$ cat src/rtl/ubdc_pkg.sv
// Shared types, constants and codes for the UART baud divisor calculator.
package ubdc_pkg;

  // Divisor format.
  localparam int INTEGER_BITS  = 16;
  localparam int FRACTION_BITS = 6;
  localparam int GUARD_BITS    = 8;

  // Field widths.
  localparam int CLK_W      = 32;
  localparam int BAUD_W     = 32;
  localparam int STATUS_W   = 2;
  localparam int CFG_IDX_W  = 1;
  localparam int CFG_DATA_W = 32;

  // The divide-by-8 divisor in 1/2^GUARD_BITS units is clock * 2^GUARD_BITS / (8 * baud).
  localparam int PRE_SHIFT = GUARD_BITS - 3;
  localparam int QUO_W     = CLK_W + PRE_SHIFT;
  localparam int RND_SHIFT = GUARD_BITS - FRACTION_BITS;
  localparam int RND_W     = QUO_W + 1 - RND_SHIFT;
  localparam int ERR_W     = RND_SHIFT + 1;
  localparam int DIV_W     = INTEGER_BITS + FRACTION_BITS;

  localparam logic [CLK_W-1:0] CLK_RESET = CLK_W'(16000000);

  typedef enum logic [CFG_IDX_W-1:0] {
    REG_UART_CLOCK = 1'b0,
    REG_SMART_CARD = 1'b1
  } cfg_idx_e;

  typedef enum logic [STATUS_W-1:0] {
    STATUS_OK    = 2'd0,
    STATUS_RANGE = 2'd1,
    STATUS_ZERO  = 2'd2
  } status_e;

  // Word travelling down the divider chain.
  typedef struct packed {
    logic [BAUD_W-1:0] rem;
    logic [QUO_W-1:0]  quo;
    logic [BAUD_W-1:0] baud;
  } div_t;

  // Finished result.
  typedef struct packed {
    logic [INTEGER_BITS-1:0]  integer_part;
    logic [FRACTION_BITS-1:0] fraction_part;
    logic                     divide_by_sixteen;
    status_e                  status;
  } res_t;

endpackage

$ cat src/rtl/ubdc_cell.sv
// One restoring-division cell: develops one quotient bit per word.
module ubdc_cell (
  input  logic          clk_i,
  input  logic          rst_ni,
  input  logic          valid_i,
  output logic          ready_o,
  input  ubdc_pkg::div_t data_i,
  input  logic          dividend_bit_i,
  output logic          valid_o,
  input  logic          ready_i,
  output ubdc_pkg::div_t data_o
);

  logic           valid_q, valid_d;
  ubdc_pkg::div_t data_q, data_d;
  logic [ubdc_pkg::BAUD_W:0] rem_shift;
  logic [ubdc_pkg::BAUD_W:0] rem_diff;
  logic                      take;

  // A word may enter when this cell is empty or its word moves on.
  assign ready_o = !valid_q || ready_i;

  always_comb begin
    rem_shift = {data_i.rem, dividend_bit_i};
    rem_diff  = rem_shift - {1'b0, data_i.baud};
    take      = (rem_shift >= {1'b0, data_i.baud});
    data_d.baud = data_i.baud;
    data_d.quo  = {data_i.quo[ubdc_pkg::QUO_W-2:0], take};
    data_d.rem  = take ? rem_diff[ubdc_pkg::BAUD_W-1:0] : rem_shift[ubdc_pkg::BAUD_W-1:0];
    valid_d     = ready_o ? valid_i : valid_q;
  end

  always_ff @(posedge clk_i or negedge rst_ni) begin
    if (!rst_ni) begin
      valid_q <= 1'b0;
    end else begin
      valid_q <= valid_d;
    end
  end

  always_ff @(posedge clk_i) begin
    if (valid_i && ready_o) begin
      data_q <= data_d;
    end
  end

  assign valid_o = valid_q;
  assign data_o  = data_q;

endmodule

$ cat config.mk
export PLATFORM = sky130hd
export DESIGN_NAME = ubdc_cell
export DESIGN_NICKNAME = d
export VERILOG_FILES = /design/src/rtl/ubdc_pkg.sv /design/src/rtl/ubdc_cell.sv
export SDC_FILE = /design/constraint.sdc
export NUM_CORES = 1
export LEC_CHECK = 0
export BUFFER_PORTS_ARGS = -buffer_cell sky130_fd_sc_hd__buf_2
export CORE_MARGIN = 5
export CORE_UTILIZATION = 49
export CTS_CLUSTER_SIZE = 12
export DETAILED_ROUTE_END_ITERATION = 8
export PLACE_DENSITY = 0.87
export SLEW_MARGIN = 20
export SYNTH_ARGS = -nofsm -noshare
export SYNTH_HDL_FRONTEND = slang
export SYNTH_SLANG_ARGS = --single-unit
$ cat constraint.sdc
create_clock -name clk_i -period 3.9 [get_ports clk_i]
set_input_delay 0.78 -clock clk_i [delete_from_list [all_inputs] [get_ports clk_i]]
set_output_delay 0.78 -clock clk_i [all_outputs]
set_load 0.01 [all_outputs]
==> summary.txt <==
Drt
  • Drt drc: 0
  • Via density: 5.253
  • 1st-iter DRT viols: 289
  • Total routed wirelength: 13420 um
  • Post-route ant nets: 0
  • DRT Pass-1 Iters: 5
  • Vias: 4281
  • Drt wl/cell: 16.47 um

Run
  • Max capacitance violation total: 0

Timing
  • Rel. slew slack: 0.5598
  • RSZ-0062 raised after global routing: no
  • FMAX: 277.1 MHz
  • Count of final hold-check violations: 0
  • Final Worst Setup Slack: 0.2914 ns
  • Fin Setup TNS: 0 ns
  • Worst-Margin Slew: 0.6602 ns
  • Min Clock Period, post-route: 3.609 ns
  • Period utilisation layout: 0.9253
  • Layout Skew: 0.01552 ns
  • # setup viols final: 0
  • Final Slew Violations: 0

Synthesis
  • Mapped Avg Cell Area: 11.75 um2
  • Top_reg_cell synth: edfxtp_1
  • Mux share of post-synthesis cell area: 0.02320
  • Gate Count Post-Synth: 450
  • Synth Warn #: 0
  • Synth Area in Simple Gates: 0.09160
  • Post-Syn Nets: 589
  • Post-synthesis adder-cell area fraction: 0.07953
  • Yosys reg bits: 102
  • Synth Cell Area: 5286 um2
  • Seq/Total Area, Yosys: 0.5785
  • Xor and xnor area share after synthesis: 0.04473
  • Compound-cell area share of the yosys netlist: 0.1385
  • EDFF count, synth: 101
  • Synth cell types: 49
  • Post-synthesis async set-or-reset flop share: 0.009804
  • Largest family of logic cells by synthesized area: compound AO/OA/AOI/OAI gates

Cells and area
  • Fill count: 866
  • Core Util, Final: 0.6327
  • Share of cells above drive strength 1: 0.3748
  • Area of the multi-input gates: 1998 um2
  • N_diodes: 0
  • FF+latch area: 3058 um2
  • Area Overhead vs Synth: 28.05%
  • Nets: 809

GRT
  • Vias in the first global route: 4260
  • First-pass GRT wire length: 20290 um
  • Total track usage: 0.1980
  • Initial antenna violation count: 0
  • Pin count of the biggest net entering global routing: 56
  • Total overflow reported by the global router: 0

Clock network
  • Worst skew pair latency: 0.36 ns
  • Worst-case clock buffer depth: 2
  • PostCTS Resize Cnt: 0
  • CTS H-Tree Depth: 3
  • Clock-pin slew on the worst setup and hold paths: 0.11 ns
  • Post-CTS Setup Bufs: 0
  • Total CTS buffers: 9
  • CTS tree: yes
  • CTS Root Cell: clkbuf_8
  • Cts hold-fix bufs: 0
  • Clock sink count: 102

Die
  • Initial core utilization: 0.4942
  • Die height: 113.9 um
  • Die W: 113.9 um
  • Die Area: 12970 um2
  • FP Rows: 38
  • I/O pin cnt: 209
  • Core area: 10700 um2

Place
  • Port Buf Inserts: 207
  • Dpl ws: -0.05473 ns
  • Post-DP HPWL: 10610 um
  • Placer Congestion: 0.8857

Power
  • Total design power: 2.603 mW
  • P_leak: 3.021 nW
  • VDD IR-drop max: 0.1865 mV
  • Pwr Density: 384.5 nW/um2

Worst setup path
  • Data required, critical path: 4.03 ns
  • CP endpoint kind: flip-flop
  • Crit start category: input pin
  • Worst setup path class: in2reg
  • Worst-path fanout max: 3
  • WP data arrival: 3.74 ns

Outcome
  • Status: finished, final reports clean

Min path
  • Hold Path Class: in2async
-- metal layers --
metal	global-route usage	vias to the layer above	routed length [um]
met2	0.3628	184	6812
met3	0.04987	21	1271
li1	-	2088	-
met1	0.2274	1988	5102
met5	0	-	0
met4	0.05938	0	235
-- metrics by stage --
| stage | std cells | hold slack [ns] | instance area (um2) |
|---|---|---|---|
| finish | 815 | 0.1684 | 6769 |
| global route | 815 | 0.1362 | 6769 |
| CTS | 815 | 0.1550 | 6769 |
| detailed placement | 799 | 0.5239 | 6585 |
| global placement | 799 | 0.5028 | 6585 |
| floorplan | 450 | 0.4844 | 5286 |
-- flip-flops by register name, indices dropped and copies added, names as in the netlist --
register	flops
data_o	101
valid_o	1
-- path summary, 6_finish.rpt --
| kind | startpoint | endpoint | slack, ns | cells past startpoint |
|---|---|---|---|---|
| max | data_i[0] | data_o[99] | 0.29 | 12 |
| min | rst_ni | valid_o | 0.17 | 1 |
| max reg2reg | valid_o | data_o[1] | 2.08 | 3 |
| min reg2reg | valid_o | valid_o | 0.55 | 2 |
| max in group asynchronous | rst_ni | valid_o | 3.65 | 1 |
| min in group clk_i | valid_o | valid_o | 0.55 | 2 |
-- synthesized netlist by cell type, drive strengths merged, types with 2 or more instances --
master   number  area, um2
a211oi        4      35.03
a21o         12      90.09
a21oi        56      280.3
a2bb2oi       2      17.52
a31oi         5      31.28
and2          3      18.77
and4          2      17.52
buf          11      62.56
clkbuf        7      27.52
edfxtp      101       3033
ha           32      400.4
inv          38      142.6
mux2         10      112.6
nand2        26      97.59
nand2b        5      31.28
nand3         8      40.04
nand4         8      50.05
nor2         35      131.4
nor2b         3      18.77
nor3          2      10.01
nor4          4      25.02
o211ai        4      30.03
o21a          6      45.04
o21ai        18      93.84
o21bai        3      22.52
o22ai         2      12.51
o31ai         2      28.78
or4           2      15.01
xnor2        15      131.4
xor2         12      105.1
-- cell type report --
cell class	instances	area share
multi-input combinational	292	0.2952
inverter	38	0.02107
timing repair buffer	227	0.1789
sequential	102	0.4518
clock inverter	6	0.008318
clock buffer	10	0.01885
tap	140	0.02588
-- kinds of logic after synthesis --
family	after synthesis
xor+xnor	27
buf+inv	56
compound gates	119
flops	102
mux	11
fa+ha+maj	33
simple gates	102
-- report_power, final --
group	internal (mW)	switching, mW	total (mW)
Sequential	1.31	0.0175	1.33
Clock	0.245	0.396	0.642
Combinational	0.276	0.355	0.631
Total	1.83	0.769	2.60
-- cells in the final DEF (no fill, tap or decap), drive strengths merged, types with 3 or more instances in the layout --
cell type / synthesis / layout
nor4: 4 / 4
o21bai: 3 / 3
mux2: 10 / 10
edfxtp: 101 / 101
clkinv: 0 / 3
o21a: 6 / 6
a21oi: 56 / 56
a31oi: 5 / 5
nand2: 26 / 26
nand3: 8 / 8
ha: 32 / 32
nor2: 35 / 35
nand4: 8 / 8
o211ai: 4 / 4
nand2b: 5 / 5
clkbuf: 7 / 10
nor2b: 3 / 3
a21o: 12 / 12
xnor2: 15 / 15
and2: 3 / 3
inv: 38 / 40
xor2: 12 / 12
o21ai: 18 / 18
buf: 11 / 227
a211oi: 4 / 4
-- worst max-delay path, cell delays in order --
cell      delay [ns]
buf_2           0.11
ha_1            0.23
fa_1            0.41
nand2b_1        0.18
a21oi_1         0.17
o21ai_0         0.16
o311a_1         0.37
a31oi_1         0.27
a21oi_1         0.22
o41ai_1         0.40
xor2_1          0.13
mux2_1          0.31
Note: power is estimated with default switching activity, not from simulation.
